<file path="src/hw/rtl/fhc_pkg.sv">
// Shared types and constants for the fan health checker.
`default_nettype none
package fhc_pkg;

    // Field widths fixed by the stream format
    localparam int LVL_W = 7;
    localparam int RPM_W = 16;

    // s_tdata layout, lowest bit first
    localparam int IN_LEVEL_LSB   = 0;
    localparam int IN_RPM_LSB     = IN_LEVEL_LSB + LVL_W;
    localparam int OUT_LEVEL_LSB  = IN_RPM_LSB + RPM_W;
    localparam int OUT_RPM_LSB    = OUT_LEVEL_LSB + LVL_W;
    localparam int IN_STABLE_BIT  = OUT_RPM_LSB + RPM_W;
    localparam int OUT_STABLE_BIT = IN_STABLE_BIT + 1;
    localparam int S_TDATA_W      = 48;
    localparam int M_TDATA_W      = 8;

    // Judging rules
    localparam int LOW_LEVEL_LIMIT     = 30;
    localparam int LOW_LEVEL_MIN_RPM   = 10;
    localparam int FIXED_RPM_PER_LEVEL = 38;
    localparam int THRESH_NUM          = 6;
    localparam int THRESH_DEN          = 10;

    // Configuration register indexes
    localparam logic REG_USE_TABLE = 1'b0;
    localparam logic REG_WAIT_MODE = 1'b1;

    typedef enum logic {
        ST_IDLE,
        ST_EVAL
    } state_t;

    typedef struct packed {
        logic capture;  // latch item, launch table reads
        logic study;    // write learned rpm for both fans
        logic finish;   // load result, write back unlearned entries
    } dp_cmd_t;

    typedef struct packed {
        logic out_free; // result register can take a word this cycle
    } dp_status_t;

    // Round an 8-bit level down to a multiple of ten (x*205 >> 11 is x/10 here)
    function automatic logic [7:0] round_down_ten(input logic [7:0] v);
        logic [15:0] prod;
        logic [4:0]  q;
        prod = 16'(v) * 16'd205;
        q    = prod[15:11];
        return 8'(q) * 8'd10;
    endfunction

endpackage
`default_nettype wire

</file>
<file path="src/hw/rtl/fhc_datapath.sv">
// Datapath: learned rpm tables, learned bits, judging logic and result register.
`default_nettype none
module fhc_datapath
    import fhc_pkg::*;
#(
    parameter int LEVELS   = 101,
    parameter int RPM_BITS = 16
) (
    input  wire logic                 aclk,
    input  wire logic                 aresetn,
    input  wire logic [S_TDATA_W-1:0] s_tdata,
    input  wire logic                 cfg_valid,
    input  wire logic                 cfg_index,
    input  wire logic                 cfg_data,
    input  wire dp_cmd_t              cmd,
    output dp_status_t                status,
    output logic                      m_tvalid,
    input  wire logic                 m_tready,
    output logic [M_TDATA_W-1:0]      m_tdata,
    output logic                      m_tuser
);

    localparam int IDX_W = (LEVELS > 1) ? $clog2(LEVELS) : 1;
    localparam int CMP_W = (RPM_BITS + 3 > 21) ? RPM_BITS + 3 : 21;

    // configuration
    logic use_table_reg, wait_mode_reg;

    // tables
    logic [RPM_BITS-1:0] in_mem  [LEVELS];
    logic [RPM_BITS-1:0] out_mem [LEVELS];
    logic [RPM_BITS-1:0] in_rdata_reg, out_rdata_reg;
    logic [LEVELS-1:0]   in_learned_reg, out_learned_reg;

    // captured item
    logic [LVL_W-1:0] in_level_reg, out_level_reg;
    logic [RPM_W-1:0] in_rpm_reg, out_rpm_reg;
    logic [IDX_W-1:0] in_idx_reg, out_idx_reg;
    logic             in_hit_reg, out_hit_reg;
    logic             in_base_reg, out_base_reg;
    logic             skip_reg;

    // result register
    logic m_tvalid_reg, in_ok_reg, out_ok_reg, skipped_reg;

    // port-side decode
    logic [LVL_W-1:0] p_in_level, p_out_level;
    logic [RPM_W-1:0] p_in_rpm, p_out_rpm;
    logic [IDX_W-1:0] p_in_idx, p_out_idx, p_in_base, p_out_base;
    logic             p_skip;

    // evaluation
    logic in_ok, out_ok, in_wb, out_wb;

    function automatic logic [IDX_W-1:0] clamp_level(input logic [LVL_W-1:0] lvl);
        if (int'(lvl) >= LEVELS) begin
            return IDX_W'(LEVELS - 1);
        end
        return IDX_W'(lvl);
    endfunction

    function automatic logic [IDX_W-1:0] base_of(input logic [IDX_W-1:0] idx);
        return IDX_W'(round_down_ten(8'(idx)));
    endfunction

    function automatic logic judge(
        input logic                use_tbl,
        input logic [LVL_W-1:0]    lvl,
        input logic [RPM_W-1:0]    rpm,
        input logic                hit,
        input logic                base_ok,
        input logic [RPM_BITS-1:0] rdata
    );
        logic [12:0]      fixed_lim;
        logic [CMP_W-1:0] lhs, rhs;
        fixed_lim = 13'(lvl) * 13'(FIXED_RPM_PER_LEVEL);
        // rpm >= floor(6t/10)  <=>  10*(rpm+1) > 6t
        lhs = CMP_W'(rpm) * CMP_W'(THRESH_DEN) + CMP_W'(THRESH_DEN);
        rhs = CMP_W'(rdata) * CMP_W'(THRESH_NUM);
        if (!use_tbl) begin
            return 16'(fixed_lim) < rpm;
        end
        if (int'(lvl) < LOW_LEVEL_LIMIT) begin
            return rpm > RPM_W'(LOW_LEVEL_MIN_RPM);
        end
        if (!hit && !base_ok) begin
            return 1'b1;  // unlearned fallback: zero threshold
        end
        return lhs > rhs;
    endfunction

    assign p_in_level  = s_tdata[IN_LEVEL_LSB +: LVL_W];
    assign p_in_rpm    = s_tdata[IN_RPM_LSB +: RPM_W];
    assign p_out_level = s_tdata[OUT_LEVEL_LSB +: LVL_W];
    assign p_out_rpm   = s_tdata[OUT_RPM_LSB +: RPM_W];
    assign p_in_idx    = clamp_level(p_in_level);
    assign p_out_idx   = clamp_level(p_out_level);
    assign p_in_base   = base_of(p_in_idx);
    assign p_out_base  = base_of(p_out_idx);
    assign p_skip      = !wait_mode_reg
                         && !(s_tdata[IN_STABLE_BIT] && s_tdata[OUT_STABLE_BIT]);

    always_ff @(posedge aclk) begin
        if (!aresetn) begin
            use_table_reg <= 1'b0;
            wait_mode_reg <= 1'b1;
        end else if (cfg_valid) begin
            unique case (cfg_index)
                REG_USE_TABLE: use_table_reg <= cfg_data;
                REG_WAIT_MODE: wait_mode_reg <= cfg_data;
            endcase
        end
    end

    // item capture and table read; learned entry first, else the tens entry
    always_ff @(posedge aclk) begin
        if (cmd.capture) begin
            in_level_reg  <= p_in_level;
            out_level_reg <= p_out_level;
            in_rpm_reg    <= p_in_rpm;
            out_rpm_reg   <= p_out_rpm;
            in_idx_reg    <= p_in_idx;
            out_idx_reg   <= p_out_idx;
            in_hit_reg    <= in_learned_reg[p_in_idx];
            out_hit_reg   <= out_learned_reg[p_out_idx];
            in_base_reg   <= in_learned_reg[p_in_base];
            out_base_reg  <= out_learned_reg[p_out_base];
            skip_reg      <= p_skip;
            in_rdata_reg  <= in_mem[in_learned_reg[p_in_idx] ? p_in_idx : p_in_base];
            out_rdata_reg <= out_mem[out_learned_reg[p_out_idx] ? p_out_idx : p_out_base];
        end
    end

    assign in_ok  = judge(use_table_reg, in_level_reg, in_rpm_reg,
                          in_hit_reg, in_base_reg, in_rdata_reg);
    assign out_ok = judge(use_table_reg, out_level_reg, out_rpm_reg,
                          out_hit_reg, out_base_reg, out_rdata_reg);
    assign in_wb  = cmd.finish && !skip_reg && use_table_reg && !in_hit_reg
                    && int'(in_level_reg) >= LOW_LEVEL_LIMIT;
    assign out_wb = cmd.finish && !skip_reg && use_table_reg && !out_hit_reg
                    && int'(out_level_reg) >= LOW_LEVEL_LIMIT;

    // one write port per table: study writes at accept, write-back at finish
    always_ff @(posedge aclk) begin
        if (cmd.study) begin
            in_mem[p_in_idx]   <= RPM_BITS'(p_in_rpm);
            out_mem[p_out_idx] <= RPM_BITS'(p_out_rpm);
        end else begin
            if (in_wb) begin
                in_mem[in_idx_reg] <= RPM_BITS'(in_rpm_reg);
            end
            if (out_wb) begin
                out_mem[out_idx_reg] <= RPM_BITS'(out_rpm_reg);
            end
        end
    end

    always_ff @(posedge aclk) begin
        if (!aresetn) begin
            in_learned_reg  <= '0;
            out_learned_reg <= '0;
        end else if (cmd.study) begin
            in_learned_reg[p_in_idx]   <= 1'b1;
            out_learned_reg[p_out_idx] <= 1'b1;
        end else begin
            if (in_wb) begin
                in_learned_reg[in_idx_reg] <= 1'b1;
            end
            if (out_wb) begin
                out_learned_reg[out_idx_reg] <= 1'b1;
            end
        end
    end

    assign status.out_free = !m_tvalid_reg || m_tready;

    always_ff @(posedge aclk) begin
        if (!aresetn) begin
            m_tvalid_reg <= 1'b0;
        end else if (cmd.finish) begin
            m_tvalid_reg <= 1'b1;
        end else if (m_tready) begin
            m_tvalid_reg <= 1'b0;
        end
    end

    always_ff @(posedge aclk) begin
        if (cmd.finish) begin
            in_ok_reg   <= skip_reg || in_ok;
            out_ok_reg  <= skip_reg || out_ok;
            skipped_reg <= skip_reg;
        end
    end

    assign m_tvalid = m_tvalid_reg;
    assign m_tdata  = {{(M_TDATA_W - 2){1'b0}}, out_ok_reg, in_ok_reg};
    assign m_tuser  = skipped_reg;

endmodule
`default_nettype wire

</file>
<file path="config.mk">
export PLATFORM = sky130hd
export DESIGN_NAME = fhc_datapath
export DESIGN_NICKNAME = d
export VERILOG_FILES = /design/src/hw/rtl/fhc_pkg.sv /design/src/hw/rtl/fhc_datapath.sv
export SDC_FILE = /design/constraint.sdc
export NUM_CORES = 2
export LEC_CHECK = 0
export BUFFER_PORTS_ARGS = -buffer_cell sky130_fd_sc_hd__clkbuf_2
export CAP_MARGIN = 20
export CELL_PAD_IN_SITES_DETAIL_PLACEMENT = 1
export CELL_PAD_IN_SITES_GLOBAL_PLACEMENT = 2
export CORE_MARGIN = 3
export CORE_UTILIZATION = 40
export CTS_BUF_LIST = sky130_fd_sc_hd__clkbuf_4
export DETAILED_ROUTE_END_ITERATION = 8
export PLACE_DENSITY = 0.73
export SLEW_MARGIN = 10
export SYNTH_ARGS = -nofsm -noshare
export SYNTH_HDL_FRONTEND = slang
export SYNTH_SLANG_ARGS = --single-unit
export TNS_END_PERCENT = 30
</file>
<file path="constraint.sdc">
create_clock -name aclk -period 8.5 [get_ports aclk]
set_input_delay 1.7 -clock aclk [delete_from_list [all_inputs] [get_ports aclk]]
set_output_delay 1.7 -clock aclk [all_outputs]
set_load 0.1 [all_outputs]
</file>
==> results.py <==
metrics = {
    "run_status": {
        "status": "completed",
    },
    "finish": {
        "fin_cells": 19100,
        "fin_nets": 13500,
        "layout-drive-gt1-share_pct": 19.3,
        "fin_area_mm2": 0.179,
        "area_growth_pct": 14.5,
        "reg_top3": "in_mem (1616), out_mem (1616)",
        "nFillCells": 40500,
    },
    "placement": {
        "hpwl_um": 364000,
        "place.gp.congestion": 0.929,
        "place_area_mm2": 0.167,
        "io_buffers": 61,
        "pre_cts_ws_ns": -0.368,
        "place_inst": 17400,
    },
    "die": {
        "start_util_pct": 40.4,
        "pin_count": 68,
        "die_h_um": 631,
        "die_w_um": 631,
        "die-area_mm2": 0.398,
        "rows": 228,
        "core_area_mm2": 0.387,
    },
    "clocking": {
        "clockBufferDepth": 4,
        "cts_tree": "done",
        "cts_sinks": 3537,
        "cts_hold_buf": 0,
        "insertion_delay_ns": 1.74,
        "post-cts-setup-buffers": 0,
        "htree_levels": 6,
        "root_buffer": "clkbuf_4",
        "numCtsBuffers": 917,
        "ctsResizeCount": 0,
        "clk_pin_slew_worst_paths_ns": 0.08,
    },
    "drt": {
        "ant_nets": 0,
        "drt_iter0_drc": 12900,
        "viasPerCell": 5.98,
        "drt_wl_total_um": 569000,
        "vias": 114000,
        "drcViolationCount": 0,
        "dr.pass1.iters": 9,
        "wl_per_cell_um": 29.9,
    },
    "grt": {
        "antenna_found_initial": 24,
        "grt_pass1_vias": 118000,
        "grt_max_degree": 152,
        "grt_usage_pct": 27.9,
        "grt_pass1_wl_um": 823000,
        "grt.overflow.total": 0,
    },
    "sta": {
        "rsz0062_at_grt": "no",
        "finalSetupViolCount": 0,
        "fin_tns_setup_ns": 0,
        "final.setup.worst_slack_ns": 1.23,
        "fin_worst_skew_ns": 0.247,
        "worst_pin_slew_ns": 1.22,
        "slew_violations": 0,
        "relSlewSlack_pct": 18.3,
        "fmax_ghz": 0.137,
        "finalCriticalPeriod_ns": 7.27,
        "hold_violations": 0,
        "period_share_pct": 85.6,
        "hold_ws_ns": 0.273,
    },
    "pwr": {
        "p_per_area_mw_per_mm2": 290,
        "ir_drop_mv": 0.196,
        "total_leakage_power_nw": 64.2,
    },
    "setup_path": {
        "rr_worst_depth": 22,
        "max_stage_delay_ns": 0.55,
        "cp.required_ns": 10.02,
        "slowest_stage": "fa_1",
        "worstPathArrival_ns": 8.80,
        "worstPathMaxFanout": 8,
        "cp_common_cell": "ha_1",
        "critPathKind": "input port to flop",
        "critPathCaptureType": "flop",
        "start_kind": "input port",
    },
    "synthesis": {
        "ys.flop_type": "edfxtp_1",
        "synth-warning-count": 0,
        "seq_area_frac_synth_pct": 66.6,
        "synth.distinct_cells": 110,
        "syn_area_per_cell_um2": 12.8,
        "yosysTopAreaCell": "edfxtp_1",
        "synth-edff-count": 3332,
        "ys_top_cells_by_area": "edfxtp_1 (64%), nand2_1 (5.8%), nand3_1 (3.4%)",
        "yosysMostFrequentCell": "edfxtp_1",
        "ys_top_cells_by_count": "edfxtp_1 (3,332), nand2_1 (2,412), nand3_1 (1,054)",
        "syn_area_mm2": 0.156,
        "synthCells": 12200,
        "synth_async_sr_flop_share_pct": 0,
        "yosys_register_bits": 3537,
        "synth_top_area_share_pct": 64.0,
    },
    "min_path": {
        "worst_hold_path_type": "input port to flop",
        "min_path_cells": 1,
    },
    "run": {
        "max-cap-violations": 0,
    },
}
[power breakdown]
part	switching, mW	internal [mW]	total, mW	leakage [nW]
clock	7.27	7.54	14.8	6.87
sequential	0.333	19.3	19.7	31.7
combinational	11.4	6.00	17.4	25.7
[layout by cell type (no fill, tap or decap), drive strengths merged, types with 35 or more instances in the layout]
cell	instances
ha	279
inv	198
mux4	176
nor2b	188
clkinv	211
clkbuf	1407
dfxtp	205
nor2	426
a2111oi	54
a21o	49
nor3	63
o31ai	35
o21ai	146
nand3	1054
o21bai	53
a22oi	48
a311oi	43
mux2i	288
buf	848
a222oi	35
xnor2	80
a221oi	170
a211oi	125
a21oi	503
nor4	52
a31oi	164
and3	240
edfxtp	3332
o211ai	55
o22ai	338
o31a	54
nand4	45
nand2	2421
[cell type report]
cell class	count	area (µm²)	area share [%]
flip-flops and latches	3537	104000	58.2
diodes	15	37.5	0.0210
clock buffers	1348	10100	5.65
inverters	175	667	0.373
repair buffers	907	8010	4.48
well taps	5175	6470	3.62
multi-input cells	7646	48100	26.9
clock inverters	250	1420	0.795
[critical path, delay by kind of cell]
kind	cells	cell delay, ns
fa+ha+maj	8	2.77
buf+inv	7	0.89
xor+xnor	2	0.59
simple gates	8	1.60
compound gates	6	1.20
[kinds of logic (layout without fill, tap and decap cells)]
kind of cell / Yosys count / count (layout) / synth area share (%)
AOI/OAI and AO/OA: 2129 / 2129 / 9.41
xor gates and xnor gates: 114 / 114 / 0.647
adders and majority gates: 307 / 307 / 2.59
muxes: 497 / 497 / 4.62
and+or+nand+nor: 4593 / 4593 / 13.1
DFF: 3537 / 3537 / 66.6
other: 1 / 21 / 0.00240
buffers and inverters: 1013 / 2680 / 3.03
[layer usage]
metal	routed length, µm	share of wire (%)	up-vias	track usage [%]
met4	25100	4.4	12	11.7
met2	271000	48	5265	45.4
met5	69	0.012	-	0
met1	232000	41	58800	37.2
met3	41400	7.3	1154	4.28
li1	-	-	48800	-
[path summary, 6_finish.rpt]
| path | from | slack, ns | to |
|---|---|---|---|
| max reg2reg | out_rpm_reg[3]$_DFFE_PP_ | 2.11 | out_ok_reg$_DFFE_PP_ |
| max | s_tdata[28] | 1.23 | out_rdata_reg[7]$_DFFE_PP_ |
| min | s_tdata[33] | 0.27 | out_rpm_reg[3]$_DFFE_PP_ |
| min reg2reg | in_learned_reg[71]$_SDFFE_PN0P_ | 0.48 | in_learned_reg[71]$_SDFFE_PN0P_ |
[stage by stage]
step | util, % | total power [mW]
floorplan | - | 28.9
global placement | 43.2 | 36.9
detailed placement | 43.2 | 37.2
CTS | 46.2 | 52.1
global route | 46.2 | 54.0
finish | 46.2 | 51.9
Power figures use the tool's default switching activity.
